`src/hdl/cqge_pkg.sv`:
```
package cqge_pkg;

    localparam int NUM_QUBITS = 12;
    localparam int FRAC_BITS  = 30;
    localparam int DIM        = 1 << NUM_QUBITS;
    localparam int IDX_W      = NUM_QUBITS;
    localparam int AMP_W      = 64;
    localparam int PADDR_W    = 6;

    typedef logic [1:0] kind_t;
    localparam kind_t KIND_WRITE = 2'd0;
    localparam kind_t KIND_READ  = 2'd1;
    localparam kind_t KIND_APPLY = 2'd2;

    typedef logic [1:0] mode_t;
    localparam mode_t MODE_MATRIX = 2'd0;
    localparam mode_t MODE_SWAP   = 2'd1;
    localparam mode_t MODE_PHASE  = 2'd2;

    localparam logic [2:0] REG_TARGET  = 3'd0;
    localparam logic [2:0] REG_CONTROL = 3'd1;
    localparam logic [2:0] REG_MODE    = 3'd2;
    localparam logic [2:0] REG_C00     = 3'd3;
    localparam logic [2:0] REG_C01     = 3'd4;
    localparam logic [2:0] REG_C10     = 3'd5;
    localparam logic [2:0] REG_C11     = 3'd6;

    typedef enum logic [3:0] {
        ST_IDLE,
        ST_RD,
        ST_SCAN,
        ST_LD0,
        ST_LD1,
        ST_MUL,
        ST_SUM,
        ST_RND,
        ST_WR0,
        ST_WR1,
        ST_OUT
    } state_t;

    typedef struct packed {
        logic [63:0] c00;
        logic [63:0] c01;
        logic [63:0] c10;
        logic [63:0] c11;
        logic [IDX_W-1:0] tmask;
        logic [IDX_W-1:0] cmask;
        mode_t mode;
    } cfg_t;

endpackage

```
`src/hdl/cqge_cfg.sv`:
```
module cqge_cfg (
    input  logic                          clk,
    input  logic                          rst_n,
    input  logic                          psel,
    input  logic                          penable,
    input  logic                          pwrite,
    input  logic [cqge_pkg::PADDR_W-1:0]  paddr,
    input  logic [63:0]                   pwdata,
    output logic [63:0]                   prdata,
    output logic                          pready,
    output cqge_pkg::cfg_t                cfg
);
    import cqge_pkg::*;

    cfg_t cfg_reg;
    logic [2:0] sel;

    assign sel    = paddr[PADDR_W-1:3];
    assign pready = 1'b1;
    assign cfg    = cfg_reg;

    always_ff @(posedge clk or negedge rst_n)
    begin
        if (!rst_n)
        begin
            cfg_reg <= '{tmask: IDX_W'(1), default: '0};
        end
        else if (psel && penable && pwrite)
        begin
            unique case (sel)
                REG_TARGET:  cfg_reg.tmask <= pwdata[IDX_W-1:0];
                REG_CONTROL: cfg_reg.cmask <= pwdata[IDX_W-1:0];
                REG_MODE:    cfg_reg.mode  <= pwdata[1:0];
                REG_C00:     cfg_reg.c00   <= pwdata;
                REG_C01:     cfg_reg.c01   <= pwdata;
                REG_C10:     cfg_reg.c10   <= pwdata;
                REG_C11:     cfg_reg.c11   <= pwdata;
                default: ;
            endcase
        end
    end

    always_comb
    begin
        unique case (sel)
            REG_TARGET:  prdata = 64'(cfg_reg.tmask);
            REG_CONTROL: prdata = 64'(cfg_reg.cmask);
            REG_MODE:    prdata = 64'(cfg_reg.mode);
            REG_C00:     prdata = cfg_reg.c00;
            REG_C01:     prdata = cfg_reg.c01;
            REG_C10:     prdata = cfg_reg.c10;
            REG_C11:     prdata = cfg_reg.c11;
            default:     prdata = '0;
        endcase
    end
endmodule

```
`config.mk`:
```
export PLATFORM = sky130hd
export DESIGN_NAME = cqge_cfg
export DESIGN_NICKNAME = d
export VERILOG_FILES = /design/src/hdl/cqge_pkg.sv /design/src/hdl/cqge_cfg.sv
export SDC_FILE = /design/constraint.sdc
export NUM_CORES = 1
export LEC_CHECK = 0
export ABC_AREA = 1
export BUFFER_PORTS_ARGS = -buffer_cell sky130_fd_sc_hd__buf_2
export CORE_MARGIN = 1.5
export CORE_UTILIZATION = 30
export CTS_BUF_LIST = sky130_fd_sc_hd__clkbuf_16
export CTS_CLUSTER_SIZE = 24
export DETAILED_ROUTE_END_ITERATION = 16
export PLACE_DENSITY_LB_ADDON = 0.05
export SETUP_SLACK_MARGIN = 0.15
export SYNTH_ARGS = -nofsm -noshare
export SYNTH_HDL_FRONTEND = slang
export SYNTH_SLANG_ARGS = --single-unit
```
`constraint.sdc`:
```
create_clock -name clk -period 1.95 [get_ports clk]
set_input_delay 0.39 -clock clk [delete_from_list [all_inputs] [get_ports clk]]
set_output_delay 0.39 -clock clk [all_outputs]
set_load 0.01 [all_outputs]
```
=== After elaboration in Yosys (flattened, before gate mapping) ===
Cells that the tools add are included.

* Output and inout port bits: 347
* Input port bits: 75
* Register bits: 282

* Multiplexer cells: 1
* Eq/ne operators: 6
* Reduce and logical (&&, ||, !) cells: 10

{| class="wikitable"
|+ Operator list
! cell !! count
|-
| $pmux W64 S7 || 1
|-
| $reduce_and A2 Y1 || 7
|-
| $eq A3 B3 Y1 const B || 3
|-
| $eq A3 B2 Y1 const B || 2
|-
| $eq A3 B1 Y1 const B || 1
|-
| $logic_not A3 Y1 || 1
|-
| $logic_and A1 B1 Y1 || 2
|}

=== Longest topological paths before layout ===
Gate-level depths: netlist of run 1.

* Word-level depth: 3
* Mapped depth: 9
* Depth with buffers taken out: 6

=== Worst setup path before layout of run 1 ===
OpenSTA, ideal clock, no wires.

* Kind: input-to-output
* Start: input paddr[4] (netlist name)
* End: output prdata[14]
* Data arrival time: 1.409 ns
* Slack: 0.151 ns
* Data required time: 1.560 ns
* Cell stages on the path: 5
* Cells stage by stage: buf_4 > buf_1 > clkbuf_1 > nand4_1 > nand4_1

* Cells in the longest elaborated chain, start to end: 2

{| class="wikitable"
|+ RTL lines
! item !! line !! source
|-
| start, declared || cqge_cfg.sv:7 || <nowiki>input logic [cqge_pkg::PADDR_W-1:0] paddr,</nowiki>
|-
| $eq A3 B3 Y1, or another cell as far along || cqge_cfg.sv:45 || <nowiki>unique case (sel)</nowiki>
|-
| $pmux W64 S7 * || cqge_cfg.sv:45 ||
|-
| end, declared || cqge_cfg.sv:9 || <nowiki>output logic [63:0] prdata,</nowiki>
|}

Mark *: on every way between the ends. The rest lies on a longest branch, timed or not.

=== Final worst setup path of run 1 ===
* Start: input paddr[3] (netlist name)
* End: output prdata[43]

Same word-level chain as after synthesis.

==> impl_metrics.json, run 1 <==
{
  "grt_remaining_overflow": 0,
  "cellPowerDensity_nw_per_um2": 990,
  "critPathMostFrequentCell": "sky130_fd_sc_hd__buf_12",
  "cp_cell_sequence": "buf_12 -> nor2_4 -> buf_4 -> buf_12 -> nand3_1 -> nand4_1 -> buf_2",
  "critPathLaunchType": "input pin",
  "critPathMaxStageDelay_ns": 0.24,
  "final.min_clock_period_ns": 1.86,
  "fillCellCount": 4555,
  "critical-path-slowest-cell": "sky130_fd_sc_hd__buf_4",
  "largest_reg_flops": 282,
  "die_width_um": 216,
  "multi_input_area_um2": 5910,
  "postSynthRegisterBits": 282,
  "detail_route.first_pass.iterations": 5,
  "synth_mux_area_share_pct": 0,
  "die-height_um": 216,
  "synth_area_leaders": "sky130_fd_sc_hd__dfrtp_1 52%, sky130_fd_sc_hd__nand2_1 17%, sky130_fd_sc_hd__o21ai_0 9.9%",
  "crit_family": "buffers and inverters",
  "number_of_nets_in_the_layout": 2257,
  "cts_num_sinks": 282,
  "critPathLaunch": "paddr[3]",
  "critical_path.reg2reg.startpoint": "cfg[29]",
  "floorplan.io_pins": 422,
  "setup.worst_path.class": "input pin to output pin",
  "maximum_root_to_sink_buffer_count": 3,
  "start_util_pct": 30.5,
  "grt_max_degree": 94,
  "global_route.usage.met2_pct": 40.2,
  "drt.antenna.violating_nets": 0,
  "placementRows": 77,
  "worst_setup_path_end_kind": "output pin",
  "cts_made_buffers": 36,
  "number_of_antenna_violations_at_the_first_check_in_global_routing": 7,
  "grt.busiest_layer": "met2",
  "grt_pass1_wl_um": 91400,
  "final_layout_size_suffix_gt1_share_pct": 30.9,
  "p_leak_nw": 10.3,
  "max_freq_ghz": 0.539,
  "path_length_in_cells_of_the_critical_path": 7,
  "clkLatencyLatePin_ns": 0.54,
  "synthesis.instances": 1716,
  "syn-num-nets": 1791,
  "yosysUniqueCellTypes": 18,
  "post_detailed_placement_cell_area_um2": 16700,
  "drt_iter0_markers": 1152,
  "area_added_between_synthesis_and_finish_pct": 41.8,
  "synth_warnings": 0,
  "number_of_buffer_cells_added_on_primary_ports": 417,
  "grt.met1_usage_pct": 35.7,
  "crit_required_ns": 1.56,
  "globalplace.congestion": 0.812,
  "viasPerCell": 5.21,
  "synth-simple-area-share_pct": 31.7,
  "hold_viol": 0,
  "main_combinational_cell_family_by_area_after_synthesis": "simple AND/OR/NAND/NOR gates",
  "p_total_mw": 19.1,
  "timing.critical_path.buf_inv": 4,
  "grt_util_met3_pct": 5.67,
  "drv_slew": 0,
  "detailedPlacementHpwl_um": 38300,
  "portion_of_the_clock_cycle_consumed_by_the_worst_path_in_the_final_layout_pct": 95.2,
  "regToRegEndpoint": "cfg[29]",
  "cts_tree": "built",
  "ctsRootBufferMaster": "sky130_fd_sc_hd__clkbuf_16",
  "synth-compound-area-share_pct": 10.4,
  "report.final.setup_viol": 0,
  "vias": 14594,
  "grt_pass1_vias": 13902,
  "syn-mean-instance-area_um2": 7.91,
  "core_area_um2": 44400,
  "synth_area_leader_cell": "sky130_fd_sc_hd__dfrtp_1",
  "timing.hold.worst.class": "input pin to register",
  "post_synth_xor_area_fraction_pct": 0,
  "cts_clk_pin_slew_worst_paths_ns": 0.06,
  "seq_area_frac_synth_pct": 52.0,
  "cts_htree_levels": 2,
  "postLayoutCellArea_um2": 19200,
  "fp.dieArea_um2": 46500,
  "post_synth_fa_ha_maj_area_fraction_pct": 0,
  "routed_wire_length_per_instance_um": 22.7,
  "worstPathMaxFanout": 12,
  "drcViolationCount": 0,
  "worst_ir_drop_vdd_mv": 0.570,
  "ff_latch_area_um2": 7060,
  "globalRouteTotalUtil_pct": 25.9,
  "crit_arrival_ns": 1.47,
  "detail_route.wirelength_um": 63600,
  "run_status": "finished, final reports clean",
  "final.setup.tns_ns": 0,
  "finalHoldWorstSlack_ns": 0.0959,
  "rsz0062_at_grt": "true",
  "max_cap_viol_count": 0,
  "cp-endpoint": "prdata[43]",
  "final_core_util_pct": 43.3,
  "synth_largest_type_area_fraction_pct": 51.8,
  "post_synth_instance_area_um2": 13600,
  "reg2regPathDepth": 4,
  "r2r_slack_ns": 1.06,
  "finClkSkew_ns": 0
}
-- what timing repair did --
action                                 4_1_cts  5_1_grt
setup endpoints to repair                   62       64
hold buffers                                 1        0
pin swaps                                   32       32
setup buffers                               51       29
gates resized for setup                     29       57
gates cloned                                 7        9
endpoints found under the hold margin       36        0
-- cells in the mapped netlist, drive strengths merged --
cell type / instances
nand3: 194
nand4: 142
nand2: 603
inv: 29
o21ai: 282
conb: 1
buf: 55
clkbuf: 103
dfstp: 1
dfrtp: 281
nor2: 25
-- cell usage in the layout, fill, tap and decap left out --
cell type	count
sky130_fd_sc_hd__nand3_4	1
sky130_fd_sc_hd__bufinv_16	2
sky130_fd_sc_hd__nand2_1	596
sky130_fd_sc_hd__buf_8	2
sky130_fd_sc_hd__dlygate4sd3_1	1
sky130_fd_sc_hd__buf_6	10
sky130_fd_sc_hd__nor2_8	3
sky130_fd_sc_hd__bufbuf_16	3
sky130_fd_sc_hd__nor2_1	9
sky130_fd_sc_hd__nand3_2	26
sky130_fd_sc_hd__nor2_4	7
sky130_fd_sc_hd__nand4_1	142
sky130_fd_sc_hd__diode_2	3
sky130_fd_sc_hd__buf_16	8
sky130_fd_sc_hd__nand2_2	7
sky130_fd_sc_hd__conb_1	1
sky130_fd_sc_hd__buf_2	407
sky130_fd_sc_hd__clkinv_1	10
sky130_fd_sc_hd__o21ai_1	13
sky130_fd_sc_hd__clkbuf_16	44
sky130_fd_sc_hd__clkinvlp_4	1
sky130_fd_sc_hd__buf_4	107
sky130_fd_sc_hd__dfstp_2	1
sky130_fd_sc_hd__o21ai_0	269
sky130_fd_sc_hd__clkinv_2	1
sky130_fd_sc_hd__buf_12	41
sky130_fd_sc_hd__clkinv_8	1
sky130_fd_sc_hd__nand3_1	167
sky130_fd_sc_hd__inv_1	34
sky130_fd_sc_hd__nor2_2	6
sky130_fd_sc_hd__inv_6	4
sky130_fd_sc_hd__dfrtp_1	281
-- final cells by class --
type / count / share of cell area [%]
inverters: 29 / 0.709
diodes: 3 / 0.0390
flip-flops and latches: 282 / 36.7
repair buffers: 586 / 22.4
clock inverters: 24 / 0.794
clock buffers: 37 / 4.81
multi-input cells: 1247 / 30.7
well taps: 592 / 3.85
-- worst min path at each step --
stage | start | endpoint | depth (start not counted)
3_5_place_dp | rst_n | cfg[215] | 1
2_1_floorplan | rst_n | cfg[0] | 0
3_3_place_gp | rst_n | cfg[87] | 1
5_1_grt | pwdata[42] | cfg[260] | 3
6_report | pwdata[42] | cfg[132] | 3
4_1_cts | pwdata[42] | cfg[132] | 3
-- kinds of logic after synthesis --
logic type,count (synthesis)
and+or+nand+nor,964
AOI/OAI and AO/OA,282
DFF,282
buffers and inverters,187
other,1
-- worst register-to-register path, delay by kind of cell (launching register included) --
| kind | cells | cell delay, ns |
|---|---|---|
| buffers and inverters | 2 | 0.26 |
| and+or+nand+nor | 1 | 0.07 |
| AOI/OAI and AO/OA | 1 | 0.06 |
| DFF | 1 | 0.38 |
-- where the power goes --
group / leakage, nW / internal [mW] / total, mW / switching, mW
sequential: 3.66 / 6.95 / 7.92 / 0.976
combinational: 6.05 / 1.98 / 4.85 / 2.87
clock: 0.556 / 3.67 / 6.28 / 2.61
total: 10.3 / 12.6 / 19.1 / 6.45
-- per-layer routing --
| metal | wire length, µm | up-vias |
|---|---|---|
| li1 | - | 6748 |
| met1 | 28200 | 7184 |
| met2 | 29300 | 577 |
| met3 | 4670 | 77 |
| met4 | 1350 | 8 |
| met5 | 46 | - |
-- per-stage QoR --
stage | setup WS [ns] | std cells
detailed placement | -0.0452 | 2639
CTS | 0.0959 | 2759
global route | 0.0675 | 2800
floorplan | 0.151 | 1716
global placement | 0.00516 | 2639
finish | 0.0944 | 2800
No activity file was read; power rests on OpenSTA's default activity.
==> run 2: changes to the inputs <==
--- a/config.mk
+++ b/config.mk
@@ -13,6 +13,7 @@
 export CTS_CLUSTER_SIZE = 24
 export DETAILED_ROUTE_END_ITERATION = 16
 export PLACE_DENSITY_LB_ADDON = 0.05
+export REMOVE_ABC_BUFFERS = 1
 export SETUP_SLACK_MARGIN = 0.15
 export SYNTH_ARGS = -nofsm -noshare
 export SYNTH_HDL_FRONTEND = slang
==> impl_metrics.json, run 2 (synthesis gave the netlist of run 1 again) <==
{
  "hold_path_startpoint": "pwdata[31]",
  "number_of_buffer_cells_added_on_primary_ports": 417,
  "mostFrequentLayoutCells": "597 x sky130_fd_sc_hd__nand2_1, 407 x sky130_fd_sc_hd__buf_2, 281 x sky130_fd_sc_hd__dfrtp_1",
  "reg2regPathDepth": 4,
  "cellPowerDensity_nw_per_um2": 974,
  "worst_setup_path_end_kind": "output pin",
  "largest_reg_flops": 282,
  "globalRouteTotalUtil_pct": 25.3,
  "drt.antenna.violating_nets": 0,
  "grt_pass1_wl_um": 89500,
  "grt_remaining_overflow": 0,
  "hold_viol": 0,
  "die-height_um": 216,
  "final.setup.tns_ns": 0,
  "cts_num_sinks": 282,
  "globalplace.congestion": 0.830,
  "max_cap_viol_count": 0,
  "die_width_um": 216,
  "final.min_clock_period_ns": 1.87,
  "critical-path-slowest-cell": "sky130_fd_sc_hd__bufbuf_16",
  "cts_made_buffers": 35,
  "core_area_um2": 44400,
  "run_status": "finished, final reports clean",
  "p_leak_nw": 10.1,
  "grt_pass1_vias": 13750,
  "setup.worst_path.class": "input pin to output pin",
  "drt_iter0_markers": 1016,
  "crit_required_ns": 1.56,
  "routed_wire_length_per_instance_um": 22.3,
  "detail_route.wirelength_um": 61600,
  "ctsRootBufferMaster": "sky130_fd_sc_hd__clkbuf_16",
  "report.final.setup_viol": 0,
  "rsz0062_at_grt": "true",
  "number_of_nets_in_the_layout": 2220,
  "cts_htree_levels": 2,
  "placementRows": 77,
  "floorplan.io_pins": 422,
  "timing.hold.worst.class": "input pin to register",
  "critPathMostFrequentCell": "sky130_fd_sc_hd__nand2_1",
  "worst_ir_drop_vdd_mv": 0.534,
  "cp_cell_sequence": "buf_16 -> nor2_4 -> bufbuf_16 -> nand3_1 -> nand2_1 -> nor2_2 -> nand2_1 -> buf_2",
  "detailedPlacementHpwl_um": 38400,
  "critical_path.reg2reg.startpoint": "cfg[219]",
  "layout_commonest_cell": "sky130_fd_sc_hd__nand2_1",
  "regToRegEndpoint": "cfg[219]",
  "drcViolationCount": 0,
  "portion_of_the_clock_cycle_consumed_by_the_worst_path_in_the_final_layout_pct": 95.9,
  "finalHoldWorstSlack_ns": 0.0898,
  "number_of_antenna_violations_at_the_first_check_in_global_routing": 10,
  "maximum_root_to_sink_buffer_count": 3,
  "timing.hold.worst_endpoint": "cfg[249]",
  "cts_clk_pin_slew_worst_paths_ns": 0.05,
  "finClkSkew_ns": 0,
  "r2r_slack_ns": 1.07,
  "area_added_between_synthesis_and_finish_pct": 41.2,
  "clkLatencyLatePin_ns": 0.54,
  "vias": 14380,
  "viasPerCell": 5.20,
  "max_freq_ghz": 0.535,
  "critPathLaunchType": "input pin",
  "final_layout_size_suffix_gt1_share_pct": 31.0,
  "start_util_pct": 30.5,
  "grt_max_degree": 106,
  "worst_hold_path.num_cells": 3,
  "critPathMaxStageDelay_ns": 0.31,
  "worstPathMaxFanout": 6,
  "fp.dieArea_um2": 46500,
  "detail_route.first_pass.iterations": 5,
  "crit_arrival_ns": 1.48,
  "cts_tree": "built",
  "drv_slew": 0
}
[run 2: how the worst max path moves through the flow]
| stage | start | end | slack, ns | cells after the start |
|---|---|---|---|---|
| final | paddr[4] | prdata[6] | 0.08 | 8 |
| after global placement | paddr[4] | cfg[154] | 0.008 | 8 |
| after global routing | paddr[3] | prdata[10] | 0.02 | 9 |
| after floorplan | psel | cfg[154] | -2.97 | 6 |
| after CTS | cfg[221] | prdata[3] | 0.08 | 5 |
| after detailed placement | paddr[4] | cfg[199] | -0.006 | 8 |
[run 2: through the flow]
step | cell area (µm²) | util [%] | total power, mW | setup WS [ns] | std cells
after floorplan | 12900 | - | 9.50 | -2.97 | 1558
after global placement | 16900 | 38.2 | 12.2 | 0.00838 | 2646
after detailed placement | 16900 | 38.2 | 12.2 | -0.00624 | 2646
after CTS | 18500 | 41.7 | 18.6 | 0.0762 | 2739
after global routing | 19100 | 43.1 | 19.7 | 0.0231 | 2762
final | 19200 | 43.1 | 18.6 | 0.0803 | 2765
[run 2: area by class of cell]
class	instances	area, µm²
Timing Repair Buffer	550	4170
Antenna cell	7	17.5
Multi-Input combinational cell	1247	6010
Inverter	29	116
Clock inverter	21	118
Tap cell	592	741
Fill cell	4479	25300
Clock buffer	37	926
Sequential cell	282	7060
[run 2: per-layer routing]
metal	track usage, %	vias up	wire length [µm]
met4	7.72	4	1350
li1	-	6676	-
met1	35.0	7003	27100
met5	0	-	23
met2	38.7	609	27900
met3	6.41	88	5300
[run 2: what timing repair did]
| item | 4_1_cts | 5_1_grt |
|---|---|---|
| resized for setup | 20 | 75 |
| endpoints found under the setup margin | 64 | 64 |
| pin swaps | 14 | 35 |
| endpoints found under the hold margin | 35 | 0 |
| hold buffers | 1 | 0 |
| setup buffers | 29 | 10 |
| gates cloned | 5 | 9 |
[run 2: where the power goes]
group	total (mW)	internal, mW	switching, mW
sequential	7.98	6.95	1.03
combinational	4.57	1.84	2.73
clock	6.10	3.53	2.57
[run 2: worst max-delay path, delay by kind of cell]
kind,cells,cell delay (ns)
buffers and inverters,3,0.58
AND/OR/NAND/NOR,5,0.49
==> run 3: changes to the inputs <==
--- a/config.mk
+++ b/config.mk
@@ -12,7 +12,7 @@
 export CTS_BUF_LIST = sky130_fd_sc_hd__clkbuf_16
 export CTS_CLUSTER_SIZE = 24
 export DETAILED_ROUTE_END_ITERATION = 16
-export PLACE_DENSITY_LB_ADDON = 0.05
+export PLACE_DENSITY_LB_ADDON = 0.2
 export REMOVE_ABC_BUFFERS = 1
 export SETUP_SLACK_MARGIN = 0.15
 export SYNTH_ARGS = -nofsm -noshare
==> impl_metrics.json, run 3 (synthesis gave the netlist of run 1 again) <==
{
  "run_status": "finished, final reports clean",
  "finClkSkew_ns": 0,
  "viasPerCell": 5.30,
  "fillCellCount": 4485,
  "detail_route.wirelength_um": 60400,
  "globalRouteTotalUtil_pct": 24.1,
  "max_slew.worst_pin.slew_ns": 0.669,
  "drcViolationCount": 0,
  "layout_commonest_cell": "sky130_fd_sc_hd__nand2_1",
  "placementRows": 77,
  "maximum_root_to_sink_buffer_count": 3,
  "portion_of_the_clock_cycle_consumed_by_the_worst_path_in_the_final_layout_pct": 94.4,
  "number_of_nets_in_the_layout": 2242,
  "max_freq_ghz": 0.543,
  "drv_slew": 0,
  "crit_required_ns": 1.56,
  "r2r_slack_ns": 1.12,
  "setup.worst_path.class": "input pin to output pin",
  "grt_pass1_vias": 13506,
  "routed_wire_length_per_instance_um": 21.7,
  "cts_htree_levels": 2,
  "cts_made_buffers": 35,
  "cts_clk_pin_slew_worst_paths_ns": 0.06,
  "drt_iter0_markers": 1257,
  "die-height_um": 216,
  "antenna-diode-count": 0,
  "hold_viol": 0,
  "cts_num_sinks": 282,
  "cp_cell_sequence": "buf_16 -> nor2_4 -> buf_6 -> buf_12 -> clkbuf_16 -> nand3_2 -> nand4_1 -> buf_2",
  "number_of_buffer_cells_added_on_primary_ports": 417,
  "pre_cts_ws_ns": 0.0234,
  "drt.antenna.violating_nets": 0,
  "ctsRootBufferMaster": "sky130_fd_sc_hd__clkbuf_16",
  "detail_route.first_pass.iterations": 6,
  "fp.dieArea_um2": 46500,
  "worst_hold_path.num_cells": 3,
  "critPathMaxStageDelay_ns": 0.17,
  "grt_max_degree": 50,
  "mostFrequentLayoutCells": "600 x sky130_fd_sc_hd__nand2_1, 410 x sky130_fd_sc_hd__buf_2, 281 x sky130_fd_sc_hd__dfrtp_1",
  "max_cap_viol_count": 0,
  "regToRegEndpoint": "cfg[14]",
  "report.final.setup_viol": 0,
  "die_width_um": 216,
  "final.min_clock_period_ns": 1.84,
  "cellPowerDensity_nw_per_um2": 997,
  "ff_latch_area_um2": 7060,
  "timing.slew.headroom_pct": 55.4,
  "critical-path-slowest-cell": "sky130_fd_sc_hd__nor2_4",
  "number_of_antenna_violations_at_the_first_check_in_global_routing": 1,
  "cts_tree": "built",
  "critPathLaunch": "paddr[3]",
  "floorplan.io_pins": 422,
  "rsz0062_at_grt": "true",
  "grt_remaining_overflow": 0,
  "clkLatencyLatePin_ns": 0.55,
  "multi_input_area_um2": 5900,
  "vias": 14745,
  "start_util_pct": 30.5,
  "globalplace.congestion": 0.876,
  "final_layout_size_suffix_gt1_share_pct": 30.4,
  "reg2regPathDepth": 3,
  "area_added_between_synthesis_and_finish_pct": 41.3,
  "critPathLaunchType": "input pin",
  "largest_reg_flops": 282,
  "worstPathMaxFanout": 7,
  "core_area_um2": 44400,
  "final_core_util_pct": 43.1,
  "crit_arrival_ns": 1.45,
  "cp-endpoint": "prdata[21]",
  "timing.hold.worst.class": "input pin to register",
  "grt_pass1_wl_um": 86400,
  "worst_setup_path_end_kind": "output pin",
  "critical_path.reg2reg.startpoint": "cfg[14]",
  "detailedPlacementHpwl_um": 37300,
  "postLayoutSetupSlackWorst_ns": 0.109,
  "worst_ir_drop_vdd_mv": 0.669,
  "p_leak_nw": 10.2
}
[run 3: changes by cell type in the layout (fill, tap and decap cells not counted), moves of 4 or more]
cell	change
sky130_fd_sc_hd__buf_16	-5
sky130_fd_sc_hd__buf_4	+27
sky130_fd_sc_hd__clkbuf_16	+4
sky130_fd_sc_hd__diode_2	-7
sky130_fd_sc_hd__nand3_2	-20
sky130_fd_sc_hd__buf_12	-5
sky130_fd_sc_hd__inv_1	-4
sky130_fd_sc_hd__clkinv_1	+8
sky130_fd_sc_hd__clkinv_2	-6
sky130_fd_sc_hd__nand3_1	+20
[run 3: metal layers]
layer | share of wire (%) | wire length (µm) | up-vias | track usage, %
met1 | 43 | 26100 | 7234 | 33.1
met2 | 46 | 27500 | 692 | 38.3
met5 | 0 | 0 | - | 0
met4 | 2.6 | 1540 | 0 | 6.64
met3 | 8.6 | 5200 | 103 | 4.93
li1 | - | - | 6716 | -
[run 3: how the worst min path moves through the flow]
stage          startpoint  endpoint  slack [ns]
6_report       pwdata[40]  cfg[130]        0.09
5_1_grt        pwdata[23]   cfg[49]        0.09
4_1_cts        pwdata[40]  cfg[130]        0.06
3_5_place_dp        rst_n  cfg[103]        0.33
3_3_place_gp        rst_n  cfg[126]        0.33
2_1_floorplan       rst_n    cfg[0]        0.09
[run 3: worst max-delay path: cells and delay by family]
family / cells / cell delay, ns
buffers and inverters: 5 / 0.70
AND/OR/NAND/NOR: 3 / 0.33
[run 3: what timing repair did]
action,in CTS,in global routing
hold buffers,1,0
resized for setup,7,56
cloned,1,13
buffers inserted,25,18
endpoints found under the hold margin,31,0
setup endpoints to repair,64,52
pin swaps,15,57
[run 3: cell type report]
class	instances	share of cell area, %
inverters	29	0.659
repair buffers	572	21.9
multi-input cells	1247	30.8
clock inverters	25	1.14
well taps	592	3.87
clock buffers	37	4.83
flip-flops and latches	282	36.8
[run 3: power breakdown]
| part | leakage (nW) | internal (mW) | total [mW] | switching (mW) |
|---|---|---|---|---|
| registers | 3.66 | 6.95 | 7.93 | 0.979 |
| logic | 5.98 | 1.86 | 4.59 | 2.73 |
| clock network | 0.570 | 3.95 | 6.58 | 2.63 |
| total | 10.2 | 12.8 | 19.1 | 6.34 |
[run 3: stage by stage]
step	TNS, ns	hold slack [ns]	std cells	instance area (µm²)	power, mW
after floorplan	-748.36	0.0944	1558	12900	9.50
after global placement	0	0.330	2664	17000	12.1
after detailed placement	0	0.327	2664	17000	12.2
after CTS	0	0.0573	2753	18400	19.0
after global routing	0	0.0875	2784	19200	20.0
final	0	0.0851	2784	19200	19.1
